### src/hw/rtl/dsq_pkg.sv
`default_nettype none
package dsq_pkg;
  // Pipeline shape: each stage resolves RootPerStage root bits.
  localparam int RootBits     = 54;
  localparam int RootPerStage = 3;
  localparam int NumStages    = RootBits / RootPerStage;
  localparam int RemW         = 57;

  localparam logic [1:0] RM_NEAREST = 2'd0;
  localparam logic [1:0] RM_ZERO    = 2'd1;
  localparam logic [1:0] RM_UP      = 2'd2;
  localparam logic [1:0] RM_DOWN    = 2'd3;

  localparam logic [63:0] CanonNan = 64'h7FF8_0000_0000_0000;
  localparam logic [63:0] QuietBit = 64'h0008_0000_0000_0000;

  // Control and side data carried alongside the recurrence.
  typedef struct packed {
    logic        vld;
    logic        special;
    logic [63:0] special_bits;
    logic        invalid;
    logic [10:0] exp_field;
    logic [1:0]  rmode;
  } dsq_ctl_t;
endpackage
`default_nettype wire

### src/hw/rtl/dsq_round.sv
`default_nettype none
// Rounds the 54-bit root and assembles the result.
module dsq_round (
  input  wire logic                     clk,
  input  wire logic                     rst_n,
  input  wire dsq_pkg::dsq_ctl_t        ctl_in,
  input  wire logic [dsq_pkg::RemW-1:0] rem_in,
  input  wire logic [53:0]              q_in,
  output logic                          out_valid_r,
  output logic [63:0]                   out_bits_r,
  output logic                          out_inexact_r,
  output logic                          out_invalid_r
);
  import dsq_pkg::*;

  logic        guard;
  logic        sticky;
  logic        up;
  logic [52:0] q;
  logic [63:0] res;

  assign guard  = q_in[0];
  assign sticky = rem_in != '0;
  assign q      = q_in[53:1];

  always_comb begin
    case (ctl_in.rmode)
      RM_NEAREST: up = guard && (sticky || q[0]);
      RM_UP:      up = guard || sticky;
      default:    up = 1'b0;
    endcase
    res = {1'b0, ctl_in.exp_field, 52'd0} + {12'd0, q[51:0]} + {63'd0, up};
  end

  always_ff @(posedge clk) begin
    if (!rst_n) begin
      out_valid_r <= 1'b0;
    end else begin
      out_valid_r <= ctl_in.vld;
    end
    out_bits_r    <= ctl_in.special ? ctl_in.special_bits : res;
    out_inexact_r <= !ctl_in.special && (guard || sticky);
    out_invalid_r <= ctl_in.special && ctl_in.invalid;
  end
endmodule
`default_nettype wire

### config.mk
export PLATFORM = sky130hd
export DESIGN_NAME = dsq_round
export DESIGN_NICKNAME = d
export VERILOG_FILES = /design/src/hw/rtl/dsq_pkg.sv /design/src/hw/rtl/dsq_round.sv
export SDC_FILE = /design/constraint.sdc
export NUM_CORES = 1
export LEC_CHECK = 0
export ABC_AREA = 1
export ABC_CLOCK_PERIOD_IN_PS = 2600
export BUFFER_PORTS_ARGS = -buffer_cell sky130_fd_sc_hd__buf_2
export CAP_MARGIN = 20
export CORE_UTILIZATION = 35
export DETAILED_ROUTE_END_ITERATION = 8
export PLACE_DENSITY = 0.67
export SYNTH_ARGS = -nofsm -noshare
export SYNTH_HDL_FRONTEND = slang
export SYNTH_SLANG_ARGS = --single-unit
export TNS_END_PERCENT = 10
### constraint.sdc
create_clock -name clk -period 2.6 [get_ports clk]
set_clock_uncertainty 0.2 [all_clocks]
set_input_delay 0.39 -clock clk [delete_from_list [all_inputs] [get_ports clk]]
set_output_delay 0.39 -clock clk [all_outputs]
set_load 0.01 [all_outputs]
==> flow_metrics.tcl <==
set metrics [dict create \
    grt_max_degree 69 \
    worst_path_largest_cell_delay_ns 0.24 \
    synth_compound_area_share_pct 6.337 \
    place.port_buffers 258 \
    area_growth_pct 43.28 \
    endpoint "out_bits_r[32]" \
    ys_warn_count 0 \
    worstMarginPinSlew_ns 0.6095 \
    wl_per_cell_um 13.12 \
    critical_path.max_fanout 5 \
    p_per_area_nw_per_um2 456.1 \
    worst-path-buf-inv 2 \
    synth.mux.area_fraction_pct 0 \
    holdWs_ns 0.03332 \
    met1_usage_pct 30.96 \
    syn_nets 953 \
    fp-row-count 40 \
    holdBufCountCts 0 \
    cp.arrival_ns 2.33 \
    antenna_found_initial 0 \
    track_usage_pct 24.78 \
    fill_cells 1340 \
    io_pins 260 \
    ir_worst_vdd_v 0.0003104 \
    fmax_mhz 428.3 \
    hpwl_um 13530 \
    worst-path-stages 17 \
    grt-ovfl-total 0 \
    leakage_nw 3.230 \
    maxCapViolations 0 \
    synthXorXnorAreaFrac_pct 5.743 \
    cts_tree "done" \
    core_um2 12160 \
    num_vias 5406 \
    cp_data_required_time_ns 2.60 \
    initial_core_util_pct 36.37 \
    crit_path_start "rem_in[3]" \
    setup_viol 0 \
    synth_top_family_by_area "simple AND/OR/NAND/NOR gates" \
    die_area_um2 13090 \
    critPathLaunchType "input pin" \
    vias_per_cell 4.498 \
    die_x_um 114.4 \
    path_cells "buf_2 > nor2_1 > and3_1 > nand2_1 > nor2_1 > nand3b_1 > nand3_1 > nand2_1 > ha_1 > ha_1 > nand3_2 > inv_2 > nand2_4 > nor2_4 > nand2_1 > xor2_1 > o21ai_1" \
    finalHoldViolations 0 \
    grt_pass1_wl_um 24700 \
    post-route-period-util_pct 89.79 \
    nets 1225 \
    avgSynthCellArea_um2 5.835 \
    htree_levels 3 \
    slew_viol_final 0 \
    final_cell_mix "315 x nand2_1, 257 x buf_2, 150 x nor2_1" \
    path_common_cell "nand2_1" \
    root_buffer "clkbuf_16" \
    outcome "complete, no violations" \
    ys_ff_latch 67 \
    synthSimpleGateAreaFrac_pct 51.57 \
    relSlewSlack_pct 59.37 \
    synthDistinctLibCells 29 \
    min_period_ns 2.335 \
    use_met3_pct 5.241 \
    drc_errors 0 \
    hp-start "ctl_in[79]" \
    dr.pass1.iters 5 \
    seq_area_frac_synth_pct 30.33 \
    end_kind "register" \
    grt_pass1_vias 5062 \
    cts.sinks 67 \
    use_met2_pct 42.55 \
    grt_busiest_layer "met2" \
    cp_top_family "simple AND/OR/NAND/NOR gates" \
    syn_area_um2 4423 \
    slowest_stage "xor2_1" \
    ant_nets 0 \
    synthAdderAreaFrac_pct 0.5658 \
    final_util_pct 52.11 \
    cts.clk_slew.worst_paths_ns 0.05 \
    worstHoldPathType "in2reg" \
    path_class "in2reg" \
    rsz0062_at_grt "no" \
    cts.path.max_buffers 2 \
    numCtsBuffers 9 \
    finalWirelength_um 15770 \
    diodes 0 \
    syn_inst 758 \
    die_h_um 114.4 \
    gp_congestion 0.9911 \
    drive_gt1_share_pct 32.01 \
    final_common_cell "nand2_1" \
    first_iter_violations 217 \
]
[synth_stat cells]
cell type / number / area [um2]
nand2_1: 317 / 1190
nor2_1: 151 / 566.8
dfxtp_1: 67 / 1341
inv_1: 45 / 168.9
nand3_1: 29 / 145.1
o21ai_1: 23 / 115.1
o21ai_0: 22 / 110.1
xor2_1: 20 / 175.2
nand2_2: 11 / 68.82
clkbuf_1: 10 / 37.54
nor2_2: 10 / 62.56
xnor2_1: 9 / 78.83
nor2_4: 8 / 90.09
nand4_1: 6 / 37.54
o21bai_1: 6 / 45.04
nand2_4: 5 / 56.30
inv_2: 3 / 11.26
a21oi_1: 2 / 10.01
buf_1: 2 / 7.510
ha_1: 2 / 25.02
nand3b_1: 2 / 15.01
and3_1: 1 / 6.260
buf_2: 1 / 5.000
buf_4: 1 / 7.510
clkinv_1: 1 / 3.750
nand3_2: 1 / 10.01
nor2_8: 1 / 20.02
nor3_1: 1 / 5.000
nor3b_1: 1 / 7.510
[power breakdown]
part / switching (mW) / total, mW / leakage [nW] / internal [mW]
logic: 0.309 / 0.558 / 2.52 / 0.249
clock network: 0.419 / 1.21 / 0.146 / 0.787
registers: 0.0159 / 1.13 / 0.565 / 1.11
[repair_timing]
action	CTS	global route
setup endpoints to repair	0	9
resized for setup	0	6
buffers inserted	0	0
[sequential cells by signal, indices dropped and copies added (netlist names)]
| register | count |
|---|---|
| out_inexact_r | 1 |
| out_invalid_r | 1 |
| out_bits_r | 64 |
| out_valid_r | 1 |
[worst min-delay path by stage]
stage / slack, ns / depth (start not counted) / to
global route: 0.02 / 3 / out_valid_r
finish: 0.03 / 3 / out_valid_r
global placement: 0.37 / 3 / out_valid_r
detailed placement: 0.37 / 3 / out_valid_r
CTS: 0.02 / 3 / out_valid_r
floorplan: 0.28 / 2 / out_valid_r
[metrics by stage]
stage / cells / cell area, um2 / setup slack, ns / power (mW) / setup TNS, ns
2_1_floorplan: 758 / 4423 / 0.1960 / 1.395 / 0
3_3_place_gp: 1186 / 5989 / -0.1550 / 1.699 / -1.618
3_5_place_dp: 1186 / 5989 / -0.1833 / 1.702 / -2.701
4_1_cts: 1201 / 6285 / 0.1643 / 2.915 / 0
5_1_grt: 1202 / 6337 / 0.0005311 / 3.048 / 0
6_report: 1202 / 6337 / 0.2654 / 2.891 / 0
[routing by layer]
| metal | part of all wire, % | wire length (um) |
|---|---|---|
| met5 | 0 | 0 |
| met4 | 2.0 | 310 |
| met3 | 5.6 | 878 |
| met2 | 47 | 7375 |
| met1 | 46 | 7201 |
[cell families after synthesis]
| group | Yosys count |
|---|---|
| flip-flops | 67 |
| AO/OA/AOI/OAI | 53 |
| adder cells (fa/ha/maj) | 2 |
| AND/OR/NAND/NOR | 544 |
| buffers and inverters | 63 |
| XOR/XNOR | 29 |
[area by class of cell]
cell class	count	area (um2)	share of cell area, %
clock buffers	13	260.3	4.107
clock inverters	2	35.03	0.5528
inverters	49	183.9	2.902
multi-input cells	628	2865	45.21
flip-flops and latches	67	1341	21.16
well taps	168	210.2	3.317
repair buffers	275	1441	22.74
[tightest hold or removal path, delay by kind of cell]
kind / cells / cell delay [ns]
buf+inv: 2 / 0.11
simple gates: 1 / 0.04
No activity file was read; power rests on OpenSTA's default activity.
