### config.mk
export PLATFORM = sky130hd
export DESIGN_NAME = dsq_prep
export DESIGN_NICKNAME = d
export VERILOG_FILES = /design/src/hw/rtl/dsq_pkg.sv /design/src/hw/rtl/dsq_prep.sv
export SDC_FILE = /design/constraint.sdc
export NUM_CORES = 1
export LEC_CHECK = 0
export ABC_AREA = 1
export BUFFER_PORTS_ARGS = -buffer_cell sky130_fd_sc_hd__buf_2
export CAP_MARGIN = 5
export CELL_PAD_IN_SITES_DETAIL_PLACEMENT = 1
export CELL_PAD_IN_SITES_GLOBAL_PLACEMENT = 2
export CORE_ASPECT_RATIO = 1.25
export CORE_MARGIN = 1
export CORE_UTILIZATION = 31
export CTS_CLUSTER_SIZE = 14
export DETAILED_ROUTE_END_ITERATION = 10
export GPL_TIMING_DRIVEN = 0
export PLACE_DENSITY_LB_ADDON = 0.1
export RECOVER_POWER = 25
export SLEW_MARGIN = 5
export SYNTH_ARGS = -nofsm -noshare
export SYNTH_HDL_FRONTEND = slang
export SYNTH_SLANG_ARGS = --single-unit
### constraint.sdc
create_clock -name clk -period 8.7 [get_ports clk]
set_clock_uncertainty 0.1 [all_clocks]
set_input_delay 1.74 -clock clk [delete_from_list [all_inputs] [get_ports clk]]
set_output_delay 1.74 -clock clk [all_outputs]
set_load 0.01 [all_outputs]
### src/hw/rtl/dsq_pkg.sv
`default_nettype none
package dsq_pkg;
  // Pipeline shape: each stage resolves RootPerStage root bits.
  localparam int RootBits     = 54;
  localparam int RootPerStage = 3;
  localparam int NumStages    = RootBits / RootPerStage;
  localparam int RemW         = 57;

  localparam logic [1:0] RM_NEAREST = 2'd0;
  localparam logic [1:0] RM_ZERO    = 2'd1;
  localparam logic [1:0] RM_UP      = 2'd2;
  localparam logic [1:0] RM_DOWN    = 2'd3;

  localparam logic [63:0] CanonNan = 64'h7FF8_0000_0000_0000;
  localparam logic [63:0] QuietBit = 64'h0008_0000_0000_0000;

  // Control and side data carried alongside the recurrence.
  typedef struct packed {
    logic        vld;
    logic        special;
    logic [63:0] special_bits;
    logic        invalid;
    logic [10:0] exp_field;
    logic [1:0]  rmode;
  } dsq_ctl_t;
endpackage
`default_nettype wire

### src/hw/rtl/dsq_prep.sv
`default_nettype none
// Decodes the operand, handles special values and normalizes the significand.
module dsq_prep (
  input  wire logic               clk,
  input  wire logic               rst_n,
  input  wire logic               in_vld,
  input  wire logic [63:0]        in_bits,
  input  wire logic [1:0]         rmode,
  output dsq_pkg::dsq_ctl_t       ctl_r,
  output logic [53:0]             rad_r
);
  import dsq_pkg::*;

  logic [10:0] expf;
  logic [51:0] frac;
  logic        neg;
  logic [5:0]  lz;
  logic        lz_found;
  logic [52:0] m_norm;
  logic [11:0] k;
  logic [53:0] m_even;
  dsq_ctl_t    ctl_nxt;

  assign expf = in_bits[62:52];
  assign frac = in_bits[51:0];
  assign neg  = in_bits[63];

  // Leading-zero count of the fraction, used only for subnormals.
  always_comb begin
    lz = 6'd0;
    lz_found = 1'b0;
    for (int i = 51; i >= 0; i--) begin
      if (!lz_found && frac[i]) begin
        lz = 6'(51 - i);
        lz_found = 1'b1;
      end
    end
  end

  always_comb begin
    if (expf == 11'd0) begin
      m_norm = {1'b0, frac} << (lz + 6'd1);
      k      = 12'd78 - 12'(lz) - 12'd1;
    end else begin
      m_norm = {1'b1, frac};
      k      = {1'b0, expf} + 12'd77;
    end
    m_even = k[0] ? {m_norm, 1'b0} : {1'b0, m_norm};
  end

  always_comb begin
    ctl_nxt.vld          = in_vld;
    ctl_nxt.special      = 1'b1;
    ctl_nxt.invalid      = 1'b0;
    ctl_nxt.special_bits = in_bits;
    ctl_nxt.exp_field    = 11'(k[11:1] + 11'd473);
    ctl_nxt.rmode        = rmode;
    if (expf == 11'h7FF) begin
      if (frac != 52'd0) begin
        ctl_nxt.special_bits = in_bits | QuietBit;
      end else if (neg) begin
        ctl_nxt.special_bits = CanonNan;
        ctl_nxt.invalid      = 1'b1;
      end
    end else if (expf == 11'd0 && frac == 52'd0) begin
      ctl_nxt.special = 1'b1;
    end else if (neg) begin
      ctl_nxt.special_bits = CanonNan;
      ctl_nxt.invalid      = 1'b1;
    end else begin
      ctl_nxt.special = 1'b0;
    end
  end

  always_ff @(posedge clk) begin
    if (!rst_n) begin
      ctl_r.vld <= 1'b0;
    end else begin
      ctl_r.vld <= ctl_nxt.vld;
    end
    ctl_r.special      <= ctl_nxt.special;
    ctl_r.special_bits <= ctl_nxt.special_bits;
    ctl_r.invalid      <= ctl_nxt.invalid;
    ctl_r.exp_field    <= ctl_nxt.exp_field;
    ctl_r.rmode        <= ctl_nxt.rmode;
    rad_r              <= m_even;
  end
endmodule
`default_nettype wire

==> flow_metrics.env <==
export IMPL_combPwrFrac=0.277
export IMPL_postCtsResizedCells=0
export IMPL_status="finished, final reports clean"
export IMPL_power_leakage_nw=5.61
export IMPL_cp_startpoint="in_bits[31]"
export IMPL_area_delta_synth_final_pct=21.5
export IMPL_postCtsHoldBufs=0
export IMPL_final_max_slew_viol_count=0
export IMPL_root_buffer="clkbuf_16"
export IMPL_crit_buf_inv=8
export IMPL_placementRows=71
export IMPL_finalSetupViolations=0
export IMPL_cts_path_max_buffers=2
export IMPL_synth_warnings=0
export IMPL_antenna_found_initial=1
export IMPL_dr_pass1_iters=7
export IMPL_seq_power_share=0.341
export IMPL_seq_area_frac_synth=0.284
export IMPL_antenna_left=0
export IMPL_hold_viol=0
export IMPL_yosysTopAreaCellShare=0.284
export IMPL_netlist_area_sq_um=9450
export IMPL_die_w_um=158
export IMPL_holdWs_ns=1.30
export IMPL_wire_per_inst_um=24.0
export IMPL_numCtsBuffers=17
export IMPL_start_kind="primary input"
export IMPL_hold_path_class="primary input to flop"
export IMPL_critPathCapture="rad_r[48]$_DFF_P_"
export IMPL_yosys_cell_types_count=53
export IMPL_maxSlewHeadroom=0.330
export IMPL_crit_path_end_kind="flop"
export IMPL_ios=203
export IMPL_syn_instance_count=1553
export IMPL_synth_edf_count=0
export IMPL_synth_most_common_cell="nand2_1"
export IMPL_cts_tree="built"
export IMPL_slowest_delay_ns=0.61
export IMPL_cpLargestDelayFamily="simple AND/OR/NAND/NOR gates"
export IMPL_gp_congestion=0.951
export IMPL_cts_sink_count=134
export IMPL_grtUsageTotal=0.340
export IMPL_nets=1847
export IMPL_crit_path_max_fanout=10
export IMPL_synth_avg_cell_area_sq_um=6.09
export IMPL_drc=0
export IMPL_grt_max_degree=17
export IMPL_syn_num_nets=1629
export IMPL_viasPerCell=5.42
export IMPL_grt_pass1_vias=11800
export IMPL_cap_viol_max_count=0
export IMPL_p_int_w=0.00123
export IMPL_yosys_most_used_dff="dfxtp_1"
export IMPL_cp_depth=25
export IMPL_post_cts_setup_buffers=0
export IMPL_cts_max_level=4
export IMPL_cp_arrival_ns=6.91
export IMPL_n_antenna_cell=0
export IMPL_irDropWorstVdd_uv=105
export IMPL_num_vias=11800
export IMPL_worstPathRequired_ns=8.94
export IMPL_clk_pin_slew_ns=0.07
export IMPL_start_util=0.315
export IMPL_swShare=0.375
export IMPL_die_h_um=197
export IMPL_yosysTopAreaCell="dfxtp_1"
export IMPL_grt_pass1_wl_um=76100
export IMPL_critPathMostFrequentCell="nand2_1"
export IMPL_overflow=0
export IMPL_drive_gt1_frac=0.159
export IMPL_critical_path_class="primary input to flop"
export IMPL_worst_pin_slew_ns=1.00
export IMPL_clkPwrFrac=0.383
export IMPL_ys_ff_latch=134
export IMPL_fmax_mhz=150
export IMPL_hpwl_um=43800
export IMPL_powerDensity_nw_per_um2=171
export IMPL_final_period_utilization=0.767
export IMPL_drt_iter0_markers=794
export IMPL_synthArstFlopShare=0
export IMPL_fin_tns_setup_ns=0
export IMPL_slowest_stage="nor3_1"
export IMPL_netlist_top_cells_count="nand2_1 (461), nand3_1 (261), nor2_1 (155), dfxtp_1 (134), inv_1 (111)"
export IMPL_p_sw_w=0.000735
export IMPL_synthTopCellsByArea="dfxtp_1 (28%), nand2_1 (18%), nand3_1 (14%)"
export IMPL_fp_coreArea_sq_um=30000
export IMPL_rsz0062_at_grt="false"
export IMPL_io_buffers=199
export IMPL_period_needed_ns=6.67
export IMPL_dieArea_sq_um=31200
export IMPL_wl_um=52300
-- kinds of logic after synthesis --
logic type | share of synthesized area
and+or+nand+nor | 0.479
DFF | 0.284
adders and majority gates | 0.00926
muxes | 0.00318
xor gates and xnor gates | 0.00913
AOI/OAI and AO/OA | 0.119
buffers and inverters | 0.0973
-- metal layers --
metal  part of all wire  global-route usage  vias to the layer above
li1                   -                   -                     5550
met1               0.40               0.393                     5800
met2               0.51               0.605                      386
met3              0.036              0.0349                      100
met4              0.057               0.191                        2
met5            0.00023                   0                        -
-- flip-flops by register name, summed over array words and instances (netlist names) --
signal  count
ctl_r      80
rad_r      54
-- power by group through the flow --
stage / logic, W / clock network [W] / registers [W]
after CTS: 0.000543 / 0.000765 / 0.000669
after global placement: 0.000538 / 0 / 0.000681
after global routing: 0.000588 / 0.000787 / 0.000674
after floorplan: 0.000282 / 0 / 0.000708
final: 0.000543 / 0.000751 / 0.000669
after detailed placement: 0.000541 / 0 / 0.000683
-- area by class of cell --
cell class | instances | area (sq um)
fillers | 4091 | 18500
multi-input cells | 1210 | 5850
flip-flops and latches | 134 | 2680
repair buffers | 199 | 916
well taps | 401 | 502
inverters | 130 | 488
plain buffers | 79 | 432
clock buffers | 17 | 425
clock inverters | 15 | 185
-- layout by cell type, fill, tap and decap left out, types with 5 or more instances in the layout --
cell and n:
clkbuf_1 99, nor3_1 12, o21ai_1 62, buf_1 6, xor2_1 5, inv_1 111
buf_2 156, o22ai_1 7, nand2_1 461, nand3_1 261, or2_2 13, inv_2 15
nor2_2 9, nand2_2 10, dfxtp_1 134, a21oi_1 18, nand4_1 30, ha_1 7
o21ai_0 38, nor2_1 155, clkbuf_16 17, nor2_4 6, or2_1 23, buf_4 7
a22oi_1 9, nand3_2 7, buf_6 8, o211ai_1 34
-- metrics by stage --
stage               area (sq um)  worst slack [ns]  total power [W]  utilization  std cells
floorplan                   9450              3.52         0.000989            -       1553
global placement           11000              1.77          0.00122        0.365       2153
detailed placement         11000              1.69          0.00122        0.365       2153
CTS                        11600              2.15          0.00198        0.385       2185
global route               11500              1.64          0.00205        0.382       2185
finish                     11500              2.03          0.00196        0.382       2185
-- how the worst min path moves through the flow --
stage / cells past startpoint / startpoint / slack [ns] / to
after floorplan: 0 / rmode[0] / 1.67 / ctl_r[0]$_DFF_P_
after CTS: 1 / rmode[0] / 1.28 / ctl_r[0]$_DFF_P_
after global routing: 1 / rmode[0] / 1.29 / ctl_r[0]$_DFF_P_
after global placement: 1 / rmode[1] / 1.74 / ctl_r[1]$_DFF_P_
final: 1 / rmode[0] / 1.30 / ctl_r[0]$_DFF_P_
after detailed placement: 1 / rmode[0] / 1.75 / ctl_r[0]$_DFF_P_
(Power assumes the default switching activity.)
