**src/hw/rtl/dsq_pkg.sv**
```systemverilog
`default_nettype none
package dsq_pkg;
  // Pipeline shape: each stage resolves RootPerStage root bits.
  localparam int RootBits     = 54;
  localparam int RootPerStage = 3;
  localparam int NumStages    = RootBits / RootPerStage;
  localparam int RemW         = 57;

  localparam logic [1:0] RM_NEAREST = 2'd0;
  localparam logic [1:0] RM_ZERO    = 2'd1;
  localparam logic [1:0] RM_UP      = 2'd2;
  localparam logic [1:0] RM_DOWN    = 2'd3;

  localparam logic [63:0] CanonNan = 64'h7FF8_0000_0000_0000;
  localparam logic [63:0] QuietBit = 64'h0008_0000_0000_0000;

  // Control and side data carried alongside the recurrence.
  typedef struct packed {
    logic        vld;
    logic        special;
    logic [63:0] special_bits;
    logic        invalid;
    logic [10:0] exp_field;
    logic [1:0]  rmode;
  } dsq_ctl_t;
endpackage
`default_nettype wire

```
**src/hw/rtl/dsq_stage.sv**
```systemverilog
`default_nettype none
// One pipeline stage of the restoring recurrence: RootPerStage root bits.
module dsq_stage (
  input  wire logic                     clk,
  input  wire logic                     rst_n,
  input  wire dsq_pkg::dsq_ctl_t        ctl_in,
  input  wire logic [53:0]              rad_in,
  input  wire logic [dsq_pkg::RemW-1:0] rem_in,
  input  wire logic [53:0]              q_in,
  output dsq_pkg::dsq_ctl_t             ctl_r,
  output logic [53:0]                   rad_r,
  output logic [dsq_pkg::RemW-1:0]      rem_r,
  output logic [53:0]                   q_r
);
  import dsq_pkg::*;

  logic [RemW-1:0] rem_v;
  logic [RemW-1:0] trial;
  logic [53:0]     q_v;
  logic [53:0]     rad_v;

  // The radicand shifts out two bits per step; zeros follow it.
  always_comb begin
    rem_v = rem_in;
    q_v   = q_in;
    rad_v = rad_in;
    trial = '0;
    for (int i = 0; i < RootPerStage; i++) begin
      rem_v = {rem_v[RemW-3:0], rad_v[53:52]};
      rad_v = {rad_v[51:0], 2'b00};
      trial = RemW'({q_v, 2'b01});
      if (rem_v >= trial) begin
        rem_v = rem_v - trial;
        q_v   = {q_v[52:0], 1'b1};
      end else begin
        q_v   = {q_v[52:0], 1'b0};
      end
    end
  end

  always_ff @(posedge clk) begin
    if (!rst_n) begin
      ctl_r.vld <= 1'b0;
    end else begin
      ctl_r.vld <= ctl_in.vld;
    end
    ctl_r.special      <= ctl_in.special;
    ctl_r.special_bits <= ctl_in.special_bits;
    ctl_r.invalid      <= ctl_in.invalid;
    ctl_r.exp_field    <= ctl_in.exp_field;
    ctl_r.rmode        <= ctl_in.rmode;
    rad_r <= rad_v;
    rem_r <= rem_v;
    q_r   <= q_v;
  end
endmodule
`default_nettype wire

```
**config.mk**
```make
export PLATFORM = sky130hd
export DESIGN_NAME = dsq_stage
export DESIGN_NICKNAME = d
export VERILOG_FILES = /design/src/hw/rtl/dsq_pkg.sv /design/src/hw/rtl/dsq_stage.sv
export SDC_FILE = /design/constraint.sdc
export NUM_CORES = 1
export LEC_CHECK = 0
export BUFFER_PORTS_ARGS = -buffer_cell sky130_fd_sc_hd__buf_2
export CAP_MARGIN = 15
export CORE_MARGIN = 1
export CORE_UTILIZATION = 25
export CTS_BUF_LIST = sky130_fd_sc_hd__clkbuf_4
export DETAILED_ROUTE_END_ITERATION = 10
export GPL_ROUTABILITY_DRIVEN = 1
export RECOVER_POWER = 50
export SYNTH_ARGS = -nofsm -noshare
export SYNTH_HDL_FRONTEND = slang
export SYNTH_SLANG_ARGS = --single-unit
```
**constraint.sdc**
```tcl
create_clock -name clk -period 27.5 [get_ports clk]
set_input_delay 2.75 -clock clk [delete_from_list [all_inputs] [get_ports clk]]
set_output_delay 2.75 -clock clk [all_outputs]
set_load 0.02 [all_outputs]
```
==> run_results.csv, run 1 <==
group,metric,value,unit
status,status,"finished, final reports clean",
cts,path_clk_slew,0.06,ns
routing,wirelength,67850,um
finish,final_cells,3472,
hold_path,holdPathStages,1,
finish,area_delta_synth_final,23.83,%
finish,final_layout_size_suffix_gt1_frac,0.2091,
sta,holdWs,2.004,ns
sta,finalSetupViolCount,0,
worst_setup_path,path_common_cell,"a21oi_1",
routing,viasPerCell,4.915,
cts,clock-sinks,239,
synthesis,synth.avg_cell_area,7.943,um^2
cts,cts_setup_buffers,0,
routing,detail_route.wl_per_cell,19.54,um
cts,cts_buffer_depth,3,
grt,grt_usage,0.1957,
synthesis,yosys.area_share.simple,0.1710,
worst_setup_path,critical_path_arrival,14.61,ns
routing,drc,0,
floorplanning,start_util,0.2547,
routing,drt_iter0_drc,1040,
sta,tightest_slew,0.7959,ns
sta,finalCritPeriodShare,0.5069,
grt,grt.overflow.total,0,
finish,nets,2974,
worst_setup_path,cp_max_fo,56,
floorplanning,die_h,259.2,um
worst_setup_path,critPathRequiredTime,28.17,ns
power,power.density,98.36,mW/mm^2
place,port_buffers,483,
floorplanning,io_pins,492,
synthesis,yosys_register_bits,239,
grt,grt_pass1_wl,98370,um
place,hpwlAfterDp,56650,um
worst_setup_path,crit_start,"q_in[6]",
floorplanning,coreArea,0.06493,mm^2
synthesis,async_reset_ff_frac,0,
worst_setup_path,slowest_delay,0.60,ns
cts,cts_max_level,3,
power,peakVddDrop,0.00005686,V
sta,relSlewSlack,0.4638,
sta,report.final.hold_viol_count,0,
worst_setup_path,crit_slowest_cell,"buf_4",
synthesis,synth_fa_ha_area_frac,0.1271,
power,leakagePower,9.538,nW
routing,via_count,17070,
sta,finalSetupTns,0,ns
floorplanning,die_w,259.2,um
cts,cts_root_buf,"clkbuf_4",
place,routabilityCongestion,0.9521,
synthesis,yosysWarnings,0,
grt,grt_pass1_vias,16340,
synthesis,synth_top_family_by_area,"compound AO/OA/AOI/OAI gates",
synthesis,synth_compound_area_frac,0.2609,
synthesis,synth-edff-count,0,
cts,ctsHoldBuffers,0,
synthesis,syn-instance-count,2082,
sta,fmax,0.07174,GHz
cts,cts_tree,"yes",
floorplanning,rows,93,
place,dp_cells,3343,
sta,rsz0062_at_grt,"false",
worst_setup_path,path_class,"input port to flip-flop",
worst_setup_path,endpoint_kind,"flip-flop",
synthesis,synthesis.area,0.01654,mm^2
grt,antenna_found_initial,30,
job,maxCapViolCount,0,
cts,cts-resized-gates,0,
synthesis,yosysSeqAreaShare,0.2893,
grt,grt_max_degree,74,
worst_setup_path,start_kind,"input port",
synthesis,synth.distinct_cells,87,
synthesis,netlist.top_cell.by_area,"dfxtp_1",
worst_setup_path,critPathCapture,"rem_r[35]$_DFF_P_",
floorplanning,die-area,0.06718,mm^2
sta,slew_viol_final,0,
synthesis,synth_top_flop_cell,"dfxtp_1",
routing,drt_first_pass_iters,5,
synthesis,synth.area.mux_share,0.02149,
synthesis,synth_area_leaders,"dfxtp_1, ha_1, a21oi_1, xnor2_1, nand2_1",
synthesis,synth_xor_area_frac,0.07997,
sta,period_minus_slack,13.94,ns
cts,cts_buffers,69,
synthesis,yosysTopAreaCellShare,0.2893,
routing,postRouteAntennaNets,0,
hold_path,hold_class,"input port to flip-flop",
==> registers in the layout, indices dropped and copies added, names as in the netlist <==
register  flops
rad_r        48
q_r          54
rem_r        57
ctl_r        80
==> cells in the final DEF, fill, tap and decap left out, drive strengths merged, types with 11 or more instances in the layout <==
cell	netlist	final
buf	20	384
nor2	162	162
nand2b	28	28
and3	29	29
a21o	90	90
nand2	203	203
xnor2	96	96
inv	114	118
mux2	28	28
xor2	55	55
nand4	40	40
nand3	38	38
o21a	19	19
ha	168	168
nor2b	24	24
clkinv	0	21
dfxtp	239	239
nor4	12	12
o21bai	36	36
a21oi	272	272
diode	0	11
a31oi	22	22
clkbuf	70	197
o31ai	21	21
a21boi	11	11
nor3	26	26
o21ai	143	143
==> cell usage after synthesis, drive strengths merged (29+ instances only) <==
cell type / instances
nand3: 38
o21bai: 36
nor2: 162
o21ai: 143
and3: 29
dfxtp: 239
nand2: 203
xor2: 55
a21oi: 272
clkbuf: 70
ha: 168
inv: 114
a21o: 90
xnor2: 96
nand4: 40
==> logic make-up after synthesis <==
logic type,after synthesis
AOI/OAI and AO/OA,689
and+or+nand+nor,598
muxes,32
other,1
buffers and inverters,204
xor gates and xnor gates,151
DFF,239
adders and majority gates,168
==> power by group <==
part	switching (mW)	total (mW)	leakage, nW	internal (mW)
combinational	0.778	1.24	7.02	0.461
clock	0.170	0.343	0.505	0.174
sequential	0.0176	0.432	2.02	0.415
total	0.965	2.01	9.54	1.05
==> worst max-delay path: cells and delay by family <==
family,cells,cell delay [ns]
and+or+nand+nor,8,2.37
muxes,2,0.61
adders and majority gates,3,1.13
buffers and inverters,7,2.38
xor gates and xnor gates,1,0.08
AOI/OAI and AO/OA,22,5.20
==> layer usage <==
metal,wire length [um],up-vias,share of wire,track usage
li1,-,8432,-,-
met1,25860,7838,0.38,0.2135
met2,34920,636,0.51,0.3639
met3,4724,142,0.070,0.04501
met4,2215,18,0.033,0.07402
met5,125,-,0.0018,0
==> through the flow <==
stage | area, um^2 | power [mW] | worst slack [ns] | util
finish | 20480 | 2.014 | 13.56 | 0.3154
global route | 20470 | 2.175 | 12.95 | 0.3152
CTS | 20580 | 2.040 | 13.91 | 0.3170
detailed placement | 19720 | 1.674 | 13.01 | 0.3037
global placement | 19720 | 1.675 | 13.01 | 0.3037
floorplan | 16560 | 1.323 | 15.86 | -
==> layout make-up <==
type                            count  area [um^2]
Fill cell                        7135        44450
Timing Repair Buffer              491         2344
Sequential cell                   239         4785
Tap cell                          855         1070
Clock inverter                     28        187.7
Multi-Input combinational cell   1644        10960
Inverter                          114        430.4
Clock buffer                       90        675.6
Antenna cell                       11        27.53
==> how the worst min path moves through the flow <==
stage	from	end	slack, ns
after detailed placement	ctl_in[70]	ctl_r[70]$_DFF_P_	2.85
after CTS	ctl_in[40]	ctl_r[40]$_DFF_P_	1.90
after floorplan	ctl_in[0]	ctl_r[0]$_DFF_P_	2.78
final	ctl_in[40]	ctl_r[40]$_DFF_P_	2.00
after global placement	ctl_in[38]	ctl_r[38]$_DFF_P_	2.85
after global routing	ctl_in[12]	ctl_r[12]$_DFF_P_	1.93
No activity file was read; power rests on OpenSTA's default activity.
==> inputs of run 2 (changes only) <==
--- a/config.mk
+++ b/config.mk
@@ -5,6 +5,7 @@
 export SDC_FILE = /design/constraint.sdc
 export NUM_CORES = 1
 export LEC_CHECK = 0
+export ABC_AREA = 1
 export BUFFER_PORTS_ARGS = -buffer_cell sky130_fd_sc_hd__buf_2
 export CAP_MARGIN = 15
 export CORE_MARGIN = 1
==> constraint.sdc (replaced) <==
create_clock -name clk -period 11.7 [get_ports clk]
set_input_delay 1.17 -clock clk [delete_from_list [all_inputs] [get_ports clk]]
set_output_delay 1.17 -clock clk [all_outputs]
set_load 0.02 [all_outputs]
==> run_results.csv, run 2 <==
group,metric,value,unit
status,status,"finished, final reports clean",
power,peakVddDrop,0.0001307,V
synthesis,synthesis.area,0.01808,mm^2
cts,cts_max_level,3,
job,maxCapViolCount,0,
worst_setup_path,path_class,"input port to flip-flop",
finish,area_delta_synth_final,23.47,%
power,p_clk_frac,0.171,
finish,largest-register,"ctl_r",
worst_setup_path,endpoint_kind,"flip-flop",
hold_path,holdPathEnd,"q_r[42]$_DFF_P_",
place,port_buffers,483,
routing,drt_first_pass_iters,6,
worst_setup_path,path_buf_inv,8,
floorplanning,die_w,270.9,um
floorplanning,io_pins,492,
routing,viasPerCell,4.752,
synthesis,yosysWarnings,0,
floorplanning,rows,98,
worst_setup_path,path_common_cell,"nand2_1",
sta,finalSetupTns,0,ns
finish,largest_reg_flops,80,
cts,cts_buffers,69,
hold_path,hp-start,"q_in[39]",
cts,ctsHoldBuffers,0,
worst_setup_path,path_depth,44,
power,netSwitchingPower,2.680,mW
floorplanning,coreArea,0.07149,mm^2
sta,finalSetupViolCount,0,
sta,holdWs,0.4301,ns
sta,relSlewSlack,0.4926,
floorplanning,start_util,0.2529,
synthesis,syn-instance-count,2750,
hold_path,holdPathStages,1,
power,p_sw_frac,0.5192,
routing,postRouteAntennaNets,0,
power,combPwrFrac,0.629,
routing,drc,0,
power,leakagePower,10.83,nW
worst_setup_path,critical_path_arrival,10.06,ns
synthesis,synth.avg_cell_area,6.574,um^2
sta,period_minus_slack,9.376,ns
synthesis,synth_commonest_cells,"nand2_1, inv_1, nor2_1, a21oi_1, dfxtp_1",
place,hpwlAfterDp,68900,um
synthesis,netlist.top_cell.by_area,"dfxtp_1",
grt,grt_max_degree,72,
synthesis,synth_top_flop_cell,"dfxtp_1",
finish,final_layout_size_suffix_gt1_frac,0.1738,
routing,via_count,20330,
routing,wirelength,79910,um
cts,cts_tree,"yes",
synthesis,async_reset_ff_frac,0,
routing,drt_iter0_drc,1365,
finish,reg_top3,"ctl_r (80), rem_r (57), q_r (54)",
worst_setup_path,cp_max_fo,71,
sta,finalCritPeriodShare,0.8013,
power,internal_power,2.482,mW
floorplanning,die_h,270.9,um
cts,path_clk_slew,0.06,ns
finish,nets,3688,
routing,detail_route.wl_per_cell,18.68,um
sta,tightest_slew,0.7532,ns
sta,slew_viol_final,0,
synthesis,synth_area_leaders,"dfxtp_1, nand2_1, ha_1, inv_1, a21oi_1",
grt,antenna_found_initial,5,
sta,rsz0062_at_grt,"false",
finish,final_area,0.02232,mm^2
grt,grt_pass1_vias,19370,
synthesis,synth-edff-count,0,
grt,grt_usage,0.2097,
synthesis,yosys_register_bits,239,
sta,fmax,0.1067,GHz
place,post_dp_cell_area,0.02147,mm^2
cts,clock-sinks,239,
synthesis,yosysTopAreaCellShare,0.2647,
grt,grt.overflow.total,0,
grt,grt_pass1_wl,114800,um
cts,cts-resized-gates,0,
floorplanning,die-area,0.07339,mm^2
synthesis,yosysSeqAreaShare,0.2647,
worst_setup_path,start_kind,"input port",
power,seq_power_share,0.200,
worst_setup_path,slowest_delay,0.45,ns
hold_path,hold_class,"input port to flip-flop",
cts,cts_setup_buffers,0,
worst_setup_path,critPathRequiredTime,12.39,ns
finish,final_common_cell,"nand2_1",
worst_setup_path,critPathTopFamily,"compound AO/OA/AOI/OAI gates",
power,power.density,231.3,mW/mm^2
synthesis,synth.distinct_cells,57,
worst_setup_path,crit_slowest_cell,"inv_2",
place,routabilityCongestion,0.9554,
power,total_power,5.162,mW
worst_setup_path,crit_start,"q_in[0]",
finish,final_cell_mix,"nand2_1, buf_2, inv_1",
sta,report.final.hold_viol_count,0,
cts,cts_buffer_depth,3,
synthesis,synthMostInstantiatedCell,"nand2_1",
cts,cts_root_buf,"clkbuf_4",
run 2: cell type report:
type,instances,area (um^2)
Antenna cell,9,22.52
Clock inverter,28,290.3
Inverter,387,1465
Multi-Input combinational cell,2088,11570
Sequential cell,239,4785
Fill cell,8162,49170
Timing Repair Buffer,488,2328
Tap cell,950,1189
Clock buffer,89,668.1
run 2: cells by family (layout without fill, tap and decap cells):
group | count (synthesis) | count (layout) | share of synthesized area
compound gates | 628 | 628 | 0.1965
xor+xnor | 122 | 122 | 0.05911
fa+ha+maj | 168 | 168 | 0.1163
buf+inv | 428 | 992 | 0.09621
flops | 239 | 239 | 0.2647
other cells | 1 | 15 | 0.0002074
simple gates | 1164 | 1164 | 0.2670
run 2: worst max path at each step:
stage,to,slack (ns)
detailed placement,rem_r[34]$_DFF_P_,1.54
CTS,rem_r[34]$_DFF_P_,2.35
floorplan,rem_r[33]$_DFF_P_,4.11
global placement,rem_r[30]$_DFF_P_,1.55
global route,rem_r[34]$_DFF_P_,1.56
finish,rem_r[34]$_DFF_P_,2.32
run 2: metrics by stage:
step / setup slack (ns) / util / instances
6_report: 2.324 / 0.3122 / 4278
5_1_grt: 1.564 / 0.3121 / 4275
4_1_cts: 2.349 / 0.3137 / 4269
3_5_place_dp: 1.540 / 0.3003 / 4152
3_3_place_gp: 1.551 / 0.3003 / 4152
2_1_floorplan: 4.108 / - / 2755
run 2: layer usage:
metal | vias up | global-route usage | part of all wire
met5 | - | 0 | 0
met4 | 0 | 0.08727 | 0.039
met3 | 138 | 0.03745 | 0.068
met2 | 822 | 0.3858 | 0.50
met1 | 9248 | 0.2348 | 0.39
li1 | 10120 | - | -
run 2: power by group through the flow:
stage	logic (mW)	registers (mW)	clock network, mW
after floorplan	2.04	1.21	0
after global placement	3.21	1.06	0
after detailed placement	3.21	1.06	0
after CTS	3.22	1.04	0.932
after global routing	3.53	1.04	0.974
final	3.25	1.03	0.884
